**src/hdl/ttpq_pkg.sv**
```systemverilog
// ----------------------------------------------------------------------------
// ttpq_pkg
// types, constants and codes shared by the timed task priority queue
// ----------------------------------------------------------------------------
package ttpq_pkg;

    // field widths
    localparam int CodeW = 8;
    localparam int TickW = 64;

    // default store depth and results per tick request
    localparam int QueueDepth = 16;
    localparam int MaxResults = 16;
    localparam int CntW       = $clog2(MaxResults + 1);

    // depth of the command queue between front and back
    localparam int CmdQDepth = 2;

    // request op codes
    localparam logic OP_ENQ  = 1'b0;
    localparam logic OP_TICK = 1'b1;

    // result status codes
    typedef enum logic [1:0] {
        ST_DISPATCHED = 2'd0,
        ST_QUEUED     = 2'd1,
        ST_FULL       = 2'd2,
        ST_NONE       = 2'd3
    } t_status;

    // request kind decided by the front
    typedef enum logic [1:0] {
        KIND_NOW,
        KIND_ENQ,
        KIND_TICK
    } t_kind;

    // classified command; key is due tick for enqueue, counter for tick
    typedef struct packed {
        t_kind              kind;
        logic [CodeW-1:0]   code;
        logic [TickW-1:0]   key;
    } t_cmd;

    // one stored task
    typedef struct packed {
        logic [TickW-1:0]   due;
        logic [CodeW-1:0]   code;
    } t_entry;

    // store engine states
    typedef enum logic [2:0] {
        S_IDLE,
        S_INS_START,
        S_INS_WALK,
        S_INS_PUT,
        S_DRAIN_CHK,
        S_DRAIN_RD,
        S_EMIT
    } t_back_state;

endpackage

```
**src/hdl/ttpq_ram.sv**
```systemverilog
// ----------------------------------------------------------------------------
// ttpq_ram
// generic single write port, single read port ram with registered read
// ----------------------------------------------------------------------------
module ttpq_ram #(
    parameter int WIDTH = 8,
    parameter int DEPTH = 16
) (
    input  logic                     i_clk,
    input  logic                     i_we,
    input  logic [$clog2(DEPTH)-1:0] i_waddr,
    input  logic [WIDTH-1:0]         i_wdata,
    input  logic [$clog2(DEPTH)-1:0] i_raddr,
    output logic [WIDTH-1:0]         o_rdata
);

    logic [WIDTH-1:0] r_mem [DEPTH];
    logic [WIDTH-1:0] r_rdata;

    // write port and registered read port
    always_ff @(posedge i_clk) begin
        if (i_we) begin
            r_mem[i_waddr] <= i_wdata;
        end
        r_rdata <= r_mem[i_raddr];
    end

    assign o_rdata = r_rdata;

endmodule

```
**src/hdl/ttpq_front.sv**
```systemverilog
// ----------------------------------------------------------------------------
// ttpq_front
// accepts requests and sorts them into already due, enqueue and tick commands
// ----------------------------------------------------------------------------
module ttpq_front
    import ttpq_pkg::*;
(
    input  logic             i_clk,
    input  logic             i_rst_n,
    input  logic             i_valid,
    output logic             o_ready,
    input  logic             i_op,
    input  logic [CodeW-1:0] i_code,
    input  logic [TickW-1:0] i_due,
    input  logic [TickW-1:0] i_now,
    output logic             o_cmd_valid,
    output t_cmd             o_cmd,
    input  logic             i_cmd_ready
);

    logic r_valid;
    t_cmd r_cmd;
    t_cmd n_cmd;

    // classify the request
    always_comb begin
        n_cmd.code = i_code;
        if (i_op == OP_TICK) begin
            n_cmd.kind = KIND_TICK;
            n_cmd.key  = i_now;
        end else if (i_due <= i_now) begin
            n_cmd.kind = KIND_NOW;
            n_cmd.key  = i_due;
        end else begin
            n_cmd.kind = KIND_ENQ;
            n_cmd.key  = i_due;
        end
    end

    // stage register moves on when the command queue takes it
    assign o_ready = !r_valid || i_cmd_ready;

    always_ff @(posedge i_clk) begin
        if (!i_rst_n) begin
            r_valid <= 1'b0;
        end else if (o_ready) begin
            r_valid <= i_valid;
        end
    end

    always_ff @(posedge i_clk) begin
        if (i_valid && o_ready) begin
            r_cmd <= n_cmd;
        end
    end

    assign o_cmd_valid = r_valid;
    assign o_cmd       = r_cmd;

endmodule

```
**src/hdl/ttpq_cmd_fifo.sv**
```systemverilog
// ----------------------------------------------------------------------------
// ttpq_cmd_fifo
// short command queue that decouples the front from the store engine
// ----------------------------------------------------------------------------
module ttpq_cmd_fifo
    import ttpq_pkg::*;
(
    input  logic i_clk,
    input  logic i_rst_n,
    input  logic i_valid,
    output logic o_ready,
    input  t_cmd i_cmd,
    output logic o_valid,
    input  logic i_ready,
    output t_cmd o_cmd
);

    localparam int PtrW = $clog2(CmdQDepth);
    localparam int CntQW = $clog2(CmdQDepth + 1);
    localparam logic [PtrW-1:0]  LastIdx = PtrW'(CmdQDepth - 1);
    localparam logic [CntQW-1:0] FullCnt = CntQW'(CmdQDepth);

    t_cmd             r_mem [CmdQDepth];
    logic [PtrW-1:0]  r_wptr;
    logic [PtrW-1:0]  r_rptr;
    logic [CntQW-1:0] r_count;
    logic             push;
    logic             pop;

    assign o_ready = (r_count != FullCnt);
    assign o_valid = (r_count != '0);
    assign push    = i_valid && o_ready;
    assign pop     = o_valid && i_ready;
    assign o_cmd   = r_mem[r_rptr];

    // pointers and fill level
    always_ff @(posedge i_clk) begin
        if (!i_rst_n) begin
            r_wptr  <= '0;
            r_rptr  <= '0;
            r_count <= '0;
        end else begin
            if (push) begin
                r_wptr <= (r_wptr == LastIdx) ? '0 : r_wptr + 1'b1;
            end
            if (pop) begin
                r_rptr <= (r_rptr == LastIdx) ? '0 : r_rptr + 1'b1;
            end
            if (push && !pop) begin
                r_count <= r_count + 1'b1;
            end else if (pop && !push) begin
                r_count <= r_count - 1'b1;
            end
        end
    end

    // entry storage
    always_ff @(posedge i_clk) begin
        if (push) begin
            r_mem[r_wptr] <= i_cmd;
        end
    end

endmodule

```
**src/hdl/ttpq_back.sv**
```systemverilog
// ----------------------------------------------------------------------------
// ttpq_back
// store engine: sorted insert by walking the ring, head drain, result register
// ----------------------------------------------------------------------------
module ttpq_back
    import ttpq_pkg::*;
#(
    parameter int QUEUE_DEPTH = QueueDepth
) (
    input  logic             i_clk,
    input  logic             i_rst_n,
    input  logic             i_cmd_valid,
    input  t_cmd             i_cmd,
    output logic             o_cmd_ready,
    output logic             o_valid,
    input  logic             i_ready,
    output logic [1:0]       o_status,
    output logic [CodeW-1:0] o_code,
    output logic             o_armed,
    output logic [TickW-1:0] o_alarm,
    output logic             o_last
);

    localparam int PtrW  = $clog2(QUEUE_DEPTH);
    localparam int FillW = $clog2(QUEUE_DEPTH + 1);
    localparam int EntW  = $bits(t_entry);
    localparam logic [PtrW-1:0]  LastIdx = PtrW'(QUEUE_DEPTH - 1);
    localparam logic [FillW-1:0] FullCnt = FillW'(QUEUE_DEPTH);
    localparam logic [CntW-1:0]  MaxCnt  = CntW'(MaxResults);

    // ring pointer steps
    function automatic logic [PtrW-1:0] ptr_inc(input logic [PtrW-1:0] p);
        ptr_inc = (p == LastIdx) ? '0 : p + 1'b1;
    endfunction

    function automatic logic [PtrW-1:0] ptr_dec(input logic [PtrW-1:0] p);
        ptr_dec = (p == '0) ? LastIdx : p - 1'b1;
    endfunction

    t_back_state      r_state;
    t_back_state      n_state;

    // control registers
    logic [PtrW-1:0]  r_head;
    logic [PtrW-1:0]  n_head;
    logic [PtrW-1:0]  r_tail;
    logic [PtrW-1:0]  n_tail;
    logic [FillW-1:0] r_fill;
    logic [FillW-1:0] n_fill;
    logic             r_out_valid;
    logic             n_out_valid;

    // working registers
    logic [PtrW-1:0]  r_wp;
    logic [PtrW-1:0]  n_wp;
    logic [PtrW-1:0]  r_rp;
    logic [PtrW-1:0]  n_rp;
    logic [FillW-1:0] r_cnt;
    logic [FillW-1:0] n_cnt;
    logic [CntW-1:0]  r_n;
    logic [CntW-1:0]  n_n;
    logic [TickW-1:0] r_key;
    logic [TickW-1:0] n_key;
    logic [CodeW-1:0] r_code;
    logic [CodeW-1:0] n_code;
    t_entry           r_hd;
    t_entry           n_hd;
    t_status          r_res_status;
    t_status          n_res_status;
    logic [CodeW-1:0] r_res_code;
    logic [CodeW-1:0] n_res_code;
    logic             r_res_last;
    logic             n_res_last;

    // result register
    t_status          r_out_status;
    t_status          n_out_status;
    logic [CodeW-1:0] r_out_code;
    logic [CodeW-1:0] n_out_code;
    logic             r_out_armed;
    logic             n_out_armed;
    logic [TickW-1:0] r_out_alarm;
    logic [TickW-1:0] n_out_alarm;
    logic             r_out_last;
    logic             n_out_last;

    // store ram
    logic             ram_we;
    logic [PtrW-1:0]  ram_waddr;
    t_entry           ram_wdata;
    logic [PtrW-1:0]  ram_raddr;
    logic [EntW-1:0]  ram_rdata_raw;
    t_entry           ram_rdata;

    logic             out_free;
    logic             head_due;
    logic             walk_shift;
    logic             next_due;

    assign ram_rdata  = t_entry'(ram_rdata_raw);
    assign out_free   = !r_out_valid || i_ready;
    assign head_due   = (r_n < MaxCnt) && (r_fill != '0) && (r_hd.due <= r_key);
    assign walk_shift = (ram_rdata.due >= r_key);
    assign next_due   = (r_n < MaxCnt) && (r_fill != '0) && (ram_rdata.due <= r_key);

    ttpq_ram #(
        .WIDTH (EntW),
        .DEPTH (QUEUE_DEPTH)
    ) u_ram (
        .i_clk   (i_clk),
        .i_we    (ram_we),
        .i_waddr (ram_waddr),
        .i_wdata (EntW'(ram_wdata)),
        .i_raddr (ram_raddr),
        .o_rdata (ram_rdata_raw)
    );

    // next state
    always_comb begin
        n_state = r_state;
        case (r_state)
            S_IDLE: begin
                if (i_cmd_valid) begin
                    case (i_cmd.kind)
                        KIND_NOW:  n_state = S_EMIT;
                        KIND_ENQ:  n_state = (r_fill == FullCnt) ? S_EMIT : S_INS_START;
                        KIND_TICK: n_state = S_DRAIN_CHK;
                        default:   n_state = S_IDLE;
                    endcase
                end
            end
            S_INS_START: begin
                n_state = (r_fill == '0) ? S_INS_PUT : S_INS_WALK;
            end
            S_INS_WALK: begin
                if (!walk_shift || r_cnt == FillW'(1)) begin
                    n_state = S_INS_PUT;
                end
            end
            S_INS_PUT: begin
                n_state = S_EMIT;
            end
            S_DRAIN_CHK: begin
                n_state = head_due ? S_DRAIN_RD : S_EMIT;
            end
            S_DRAIN_RD: begin
                n_state = S_EMIT;
            end
            S_EMIT: begin
                if (out_free) begin
                    n_state = r_res_last ? S_IDLE : S_DRAIN_CHK;
                end
            end
            default: begin
                n_state = S_IDLE;
            end
        endcase
    end

    // datapath and control outputs
    always_comb begin
        n_head       = r_head;
        n_tail       = r_tail;
        n_fill       = r_fill;
        n_wp         = r_wp;
        n_rp         = r_rp;
        n_cnt        = r_cnt;
        n_n          = r_n;
        n_key        = r_key;
        n_code       = r_code;
        n_hd         = r_hd;
        n_res_status = r_res_status;
        n_res_code   = r_res_code;
        n_res_last   = r_res_last;
        n_out_valid  = r_out_valid;
        n_out_status = r_out_status;
        n_out_code   = r_out_code;
        n_out_armed  = r_out_armed;
        n_out_alarm  = r_out_alarm;
        n_out_last   = r_out_last;
        o_cmd_ready  = 1'b0;
        ram_we       = 1'b0;
        ram_waddr    = r_wp;
        ram_wdata    = r_hd;
        ram_raddr    = ptr_dec(r_rp);

        // result leaves the register
        if (r_out_valid && i_ready) begin
            n_out_valid = 1'b0;
        end

        case (r_state)
            S_IDLE: begin
                o_cmd_ready = 1'b1;
                if (i_cmd_valid) begin
                    n_key      = i_cmd.key;
                    n_code     = i_cmd.code;
                    n_n        = '0;
                    n_res_code = i_cmd.code;
                    n_res_last = 1'b1;
                    case (i_cmd.kind)
                        KIND_NOW:  n_res_status = ST_DISPATCHED;
                        KIND_ENQ:  n_res_status = ST_FULL;
                        KIND_TICK: n_res_status = ST_NONE;
                        default:   n_res_status = ST_NONE;
                    endcase
                end
            end
            // start the walk from the tail toward the head
            S_INS_START: begin
                n_wp      = r_tail;
                n_rp      = ptr_dec(r_tail);
                n_cnt     = r_fill;
                ram_raddr = ptr_dec(r_tail);
            end
            // move one entry up while it is not earlier than the new one
            S_INS_WALK: begin
                if (walk_shift) begin
                    ram_we    = 1'b1;
                    ram_waddr = r_wp;
                    ram_wdata = ram_rdata;
                    n_wp      = r_rp;
                    n_rp      = ptr_dec(r_rp);
                    n_cnt     = r_cnt - 1'b1;
                end
            end
            // place the new entry in the gap
            S_INS_PUT: begin
                ram_we         = 1'b1;
                ram_waddr      = r_wp;
                ram_wdata.due  = r_key;
                ram_wdata.code = r_code;
                if (r_wp == r_head) begin
                    n_hd.due  = r_key;
                    n_hd.code = r_code;
                end
                n_tail       = ptr_inc(r_tail);
                n_fill       = r_fill + 1'b1;
                n_res_status = ST_QUEUED;
                n_res_code   = r_code;
                n_res_last   = 1'b1;
            end
            // pop the head if due and fetch its successor
            S_DRAIN_CHK: begin
                ram_raddr = ptr_inc(r_head);
                if (head_due) begin
                    n_res_status = ST_DISPATCHED;
                    n_res_code   = r_hd.code;
                    n_head       = ptr_inc(r_head);
                    n_fill       = r_fill - 1'b1;
                    n_n          = r_n + 1'b1;
                end else begin
                    n_res_status = ST_NONE;
                    n_res_code   = '0;
                    n_res_last   = 1'b1;
                end
            end
            // new head lands in the cache
            S_DRAIN_RD: begin
                n_hd       = ram_rdata;
                n_res_last = !next_due;
            end
            S_EMIT: begin
                if (out_free) begin
                    n_out_valid  = 1'b1;
                    n_out_status = r_res_status;
                    n_out_code   = r_res_code;
                    n_out_armed  = (r_fill != '0);
                    n_out_alarm  = (r_fill != '0) ? r_hd.due : '0;
                    n_out_last   = r_res_last;
                end
            end
            default: begin
                n_out_valid = r_out_valid;
            end
        endcase
    end

    // control state
    always_ff @(posedge i_clk) begin
        if (!i_rst_n) begin
            r_state     <= S_IDLE;
            r_head      <= '0;
            r_tail      <= '0;
            r_fill      <= '0;
            r_out_valid <= 1'b0;
        end else begin
            r_state     <= n_state;
            r_head      <= n_head;
            r_tail      <= n_tail;
            r_fill      <= n_fill;
            r_out_valid <= n_out_valid;
        end
    end

    // payload and working registers
    always_ff @(posedge i_clk) begin
        r_wp         <= n_wp;
        r_rp         <= n_rp;
        r_cnt        <= n_cnt;
        r_n          <= n_n;
        r_key        <= n_key;
        r_code       <= n_code;
        r_hd         <= n_hd;
        r_res_status <= n_res_status;
        r_res_code   <= n_res_code;
        r_res_last   <= n_res_last;
        r_out_status <= n_out_status;
        r_out_code   <= n_out_code;
        r_out_armed  <= n_out_armed;
        r_out_alarm  <= n_out_alarm;
        r_out_last   <= n_out_last;
    end

    assign o_valid  = r_out_valid;
    assign o_status = r_out_status;
    assign o_code   = r_out_code;
    assign o_armed  = r_out_armed;
    assign o_alarm  = r_out_alarm;
    assign o_last   = r_out_last;

endmodule

```
**src/hdl/timed_task_priority_queue.sv**
```systemverilog
// Flow: an already due or rejected enqueue goes through the front stage, the command
//   queue and the store engine to the result register; a queued enqueue first walks the
//   ring from the tail, moving up one place each stored entry not earlier than it.
// Throughput: one request at a time in the store engine, whose one-entry-per-cycle ring
//   walk sets the pace of an enqueue; a tick emits its dispatched entries one by one.
// Reset: synchronous active low; empties the store and all queues, store contents
//   stay as they are and need no clearing pass.
// ----------------------------------------------------------------------------
// timed_task_priority_queue
// task store sorted by due tick with immediate dispatch and tick driven drain
// ----------------------------------------------------------------------------
module timed_task_priority_queue
    import ttpq_pkg::*;
#(
    parameter int QUEUE_DEPTH = QueueDepth
) (
    input  logic         i_clk,
    input  logic         i_rst_n,
    input  logic         s_axis_tvalid,
    output logic         s_axis_tready,
    input  logic [135:0] s_axis_tdata,  // task_code[7:0], due_tick[71:8], now_tick[135:72]
    input  logic [0:0]   s_axis_tuser,  // op[0]
    output logic         m_axis_tvalid,
    input  logic         m_axis_tready,
    output logic [79:0]  m_axis_tdata,  // out_code[7:0], alarm_armed[8], alarm_tick[72:9]
    output logic [1:0]   m_axis_tuser,  // status[1:0]
    output logic         m_axis_tlast
);

    logic             front_valid;
    t_cmd             front_cmd;
    logic             fifo_ready;
    logic             fifo_valid;
    t_cmd             fifo_cmd;
    logic             back_ready;
    logic [CodeW-1:0] out_code;
    logic             out_armed;
    logic [TickW-1:0] out_alarm;

    // request intake and classification
    ttpq_front u_front (
        .i_clk       (i_clk),
        .i_rst_n     (i_rst_n),
        .i_valid     (s_axis_tvalid),
        .o_ready     (s_axis_tready),
        .i_op        (s_axis_tuser[0]),
        .i_code      (s_axis_tdata[7:0]),
        .i_due       (s_axis_tdata[71:8]),
        .i_now       (s_axis_tdata[135:72]),
        .o_cmd_valid (front_valid),
        .o_cmd       (front_cmd),
        .i_cmd_ready (fifo_ready)
    );

    // command queue
    ttpq_cmd_fifo u_fifo (
        .i_clk   (i_clk),
        .i_rst_n (i_rst_n),
        .i_valid (front_valid),
        .o_ready (fifo_ready),
        .i_cmd   (front_cmd),
        .o_valid (fifo_valid),
        .i_ready (back_ready),
        .o_cmd   (fifo_cmd)
    );

    // store engine
    ttpq_back #(
        .QUEUE_DEPTH (QUEUE_DEPTH)
    ) u_back (
        .i_clk       (i_clk),
        .i_rst_n     (i_rst_n),
        .i_cmd_valid (fifo_valid),
        .i_cmd       (fifo_cmd),
        .o_cmd_ready (back_ready),
        .o_valid     (m_axis_tvalid),
        .i_ready     (m_axis_tready),
        .o_status    (m_axis_tuser),
        .o_code      (out_code),
        .o_armed     (out_armed),
        .o_alarm     (out_alarm),
        .o_last      (m_axis_tlast)
    );

    // result packing
    assign m_axis_tdata = {7'd0, out_alarm, out_armed, out_code};

endmodule

```
**config.mk**
```make
export PLATFORM = sky130hd
export DESIGN_NAME = timed_task_priority_queue
export DESIGN_NICKNAME = d
export VERILOG_FILES = /design/src/hdl/ttpq_pkg.sv /design/src/hdl/ttpq_ram.sv /design/src/hdl/ttpq_front.sv /design/src/hdl/ttpq_cmd_fifo.sv /design/src/hdl/ttpq_back.sv /design/src/hdl/timed_task_priority_queue.sv
export SDC_FILE = /design/constraint.sdc
export NUM_CORES = 2
export LEC_CHECK = 0
export BUFFER_PORTS_ARGS = -buffer_cell sky130_fd_sc_hd__buf_2
export CAP_MARGIN = 20
export CELL_PAD_IN_SITES_DETAIL_PLACEMENT = 0
export CELL_PAD_IN_SITES_GLOBAL_PLACEMENT = 1
export CORE_ASPECT_RATIO = 1.75
export CORE_MARGIN = 5
export CORE_UTILIZATION = 48
export DETAILED_ROUTE_END_ITERATION = 7
export PLACE_DENSITY_LB_ADDON = 0.1
export SLEW_MARGIN = 20
export SYNTH_ARGS = -nofsm -noshare
export SYNTH_HDL_FRONTEND = slang
export SYNTH_SLANG_ARGS = --single-unit
```
**constraint.sdc**
```tcl
create_clock -name i_clk -period 9.7 [get_ports i_clk]
set_clock_uncertainty 0.1 [all_clocks]
set_input_delay 1.94 -clock i_clk [delete_from_list [all_inputs] [get_ports i_clk]]
set_output_delay 1.94 -clock i_clk [all_outputs]
set_load 0.05 [all_outputs]
```
==> flow_metrics.tcl <==
set metrics [dict create \
    status "complete, no violations" \
    number_of_cts_inserted_buffers 156 \
    power.share.combinational 0.392 \
    power.density_nw_per_um2 327 \
    synth_top_family_by_area "multiplexers" \
    finalHoldViolations 0 \
    worst_ep_required_time_ps 9980 \
    end_kind "flip-flop" \
    design.die.area_sq_um 160000 \
    switching_share 0.358 \
    grt_pass1_wl_um 267000 \
    nets 4951 \
    std_cell_rows 189 \
    totalWireLength_um 184000 \
    gr_layer_usage_met2 0.409 \
    syn_area_per_cell_sq_um 16.7 \
    yosysMostFrequentCell "edfxtp_1" \
    post_synthesis_instance_area_sq_um 72700 \
    synth.area.mux_share 0.182 \
    p_sw_uw 9540 \
    crit_path_max_fanout 40 \
    layout-drive-gt1-share 0.165 \
    post_synthesis_simple_gate_area_fraction 0.0296 \
    detailedRoute.firstIterationViolations 2555 \
    critical_path.startpoint_type "flip-flop" \
    die_height_um 525 \
    clock_sinks 1718 \
    measured_slew_at_the_worst_slew_check_pin_ps 1080 \
    clkTransAtPathRegs_ps 70 \
    min_path_type "reg -> reg" \
    count_of_instances_resized_after_the_clock_tree_is_built 0 \
    synth.yosys.seq_area_share 0.697 \
    async_flop_share 0 \
    core_region_area_sq_um 151000 \
    yosys.area_share.adder 0.0354 \
    globalRouteMet3Util 0.0317 \
    cts.repair_timing.setup_buffer_count 0 \
    peakVddDrop_mv 0.523 \
    via_count_of_the_first_global_routing_pass 39600 \
    worst-setup-path-type "reg -> reg" \
    fraction_of_the_mapped_netlist_area_in_compound_gates 0.0314 \
    place.port_buffers 218 \
    fmaxAchievable_ghz 0.198 \
    cts-root-to-sink-buffers 3 \
    synth_cells 4342 \
    cts_root_buffer "clkbuf_16" \
    dp_hpwl_um 116000 \
    final_antenna_violating_net_count 0 \
    synth-edff-count 1623 \
    die_w_um 304 \
    p_int_uw 17100 \
    setup_viol_count_final 0 \
    yosys-top-cells-count "edfxtp_1 (1,623), mux2i_1 (1,087), mux2_2 (207)" \
    route.detailed.vias_per_inst 5.62 \
    max_cap_violations 0 \
    sequential_cell_fraction_of_total_power 0.369 \
    yosys_most_used_dff "edfxtp_1" \
    synthDominantAreaCellType "edfxtp_1" \
    postCtsHoldBufs 0 \
    global_route.usage.met1 0.283 \
    timing.critical_path.arrival_ps 5330 \
    postSynthRegisterBits 1718 \
    fin_crit_sh 0.521 \
    remaining_drc_errors 0 \
    global_route.peak_usage_layer "met2" \
    netlist-cell-type-count 68 \
    finalMaxSlewViolations 0 \
    setup.reg_to_reg.worst_slack_ps 4650 \
    worst_skew_pair.late_latency_ps 780 \
    clock_tree_from_tritoncts "yes" \
    fin_tns_setup_ps 0 \
    globalplace.congestion 0.852 \
    ctsHtreeMaxLevel 4 \
    grt_setup_unrepaired "false" \
    grt_max_degree 133 \
    final_period_minus_worst_setup_slack_ps 5050 \
    io-pin-count 226 \
    antenna_found_initial 13 \
    power_leakage_uw 0.0309 \
    maxSlewHeadroom 0.281 \
    ys.warnings.count 0 \
    syn2layout_area_growth_pct 12.1 \
    synth_top_area_frac 0.671 \
    drtPass1Iterations 6 \
    netlist_top_cells_area "edfxtp_1 (67%), mux2i_1 (15%), ha_1 (3.5%), mux2_2 (3.2%), dfxtp_1 (2.6%)" \
    design_power_total_uw 26600 \
    start_util 0.481 \
    post_synth_xor_area_fraction 0.00241 \
    avgRoutedWirePerCell_um 27.2 \
    grt_util_all_layers 0.226 \
    num_vias 37900 \
    share_of_power_burned_in_the_clock_network 0.239 \
    total_global_routing_overflow 0 \
]
==> final timing paths <==
check / endpoint / startpoint / cells past startpoint
setup / recovery: u_back.u_ram.r_mem[6][61] / u_back.u_ram.o_rdata[65] / 11
hold / removal: u_fifo.r_mem[0][62] / u_front.o_cmd[62] / 0
setup reg to reg: u_back.u_ram.r_mem[6][61] / u_back.u_ram.o_rdata[65] / 11
hold reg to reg: u_fifo.r_mem[0][62] / u_front.o_cmd[62] / 0
==> state kept, by name, summed over array words and instances, names as in the netlist, 2 cells and up, named ones only <==
signal and count:
u_back.u_ram.r_mem 1152, u_fifo.r_mem 148, u_front.o_cmd 74, u_back.r_hd 72
u_back.u_ram.o_rdata 72, u_back.o_alarm 64, u_back.r_key 64, u_back.o_code 8
u_back.r_code 8, u_back.r_res_code 8, u_back.r_cnt 5, u_back.r_fill 5
u_back.r_n 5, u_back.r_head 4, u_back.r_rp 4, u_back.r_tail 4
u_back.r_wp 4, u_back.r_state 3, u_back.o_status 2, u_back.r_res_status 2
u_fifo.r_count 2
==> per-layer routing <==
layer,wire (um),part of all wire
met4,5430,0.030
met3,7950,0.043
met2,95300,0.52
met5,13,0.000071
met1,74900,0.41
==> kinds of logic (layout without fill, tap and decap cells) <==
logic type	Yosys count	count (layout)
compound gates	320	320
fa+ha+maj	205	205
xor+xnor	20	20
simple gates	429	429
buf+inv	355	741
flops	1718	1718
other cells	1	11
mux	1294	1294
==> placed cells by master, fill, tap and decap left out, drive strengths merged, types with 90 or more instances in the layout <==
cell type / Yosys / final
ha: 204 / 204
inv: 158 / 165
edfxtp: 1623 / 1623
dfxtp: 95 / 95
nor2: 120 / 120
mux2i: 1087 / 1087
nand2: 90 / 90
buf: 123 / 295
mux2: 207 / 207
clkbuf: 73 / 199
==> stage by stage <==
step / setup slack [ps] / utilization / area (sq um) / hold WS [ps] / std cells
detailed placement: 4180 / 0.504 / 76200 / 308 / 6452
CTS: 4610 / 0.539 / 81400 / 343 / 6739
floorplan: 137 / - / 72700 / 300 / 4348
global placement: 4140 / 0.504 / 76200 / 322 / 6452
global route: 4360 / 0.539 / 81400 / 356 / 6740
finish: 4650 / 0.539 / 81400 / 339 / 6743
==> cell type report <==
class | count | area (sq um)
timing repair buffer | 295 | 1780
antenna | 4 | 10.0
sequential | 1718 | 50600
clock buffer | 199 | 4210
fill | 12200 | 69700
multi-input combinational | 2275 | 20700
clock inverter | 88 | 1030
tap | 2005 | 2510
inverter | 159 | 598
==> critical path, stage by stage (launching register included) <==
cell     delay [ps]
dfxtp_1         440
ha_1            370
nand4_1         270
nor4_4          730
nand4_1         390
o211a_1         370
nand2_1         140
nor2_1           70
buf_4           210
nor3_2          180
buf_4           530
buf_4           760
==> power by group through the flow <==
| stage | logic [uW] | registers, uW | clock network, uW |
|---|---|---|---|
| 6_report | 10400 | 9840 | 6370 |
| 5_1_grt | 11100 | 9880 | 6800 |
| 4_1_cts | 10600 | 9830 | 6500 |
| 3_5_place_dp | 10500 | 9980 | 0 |
| 3_3_place_gp | 10500 | 9980 | 0 |
| 2_1_floorplan | 7470 | 9810 | 0 |
No activity file was read; power rests on OpenSTA's default activity.
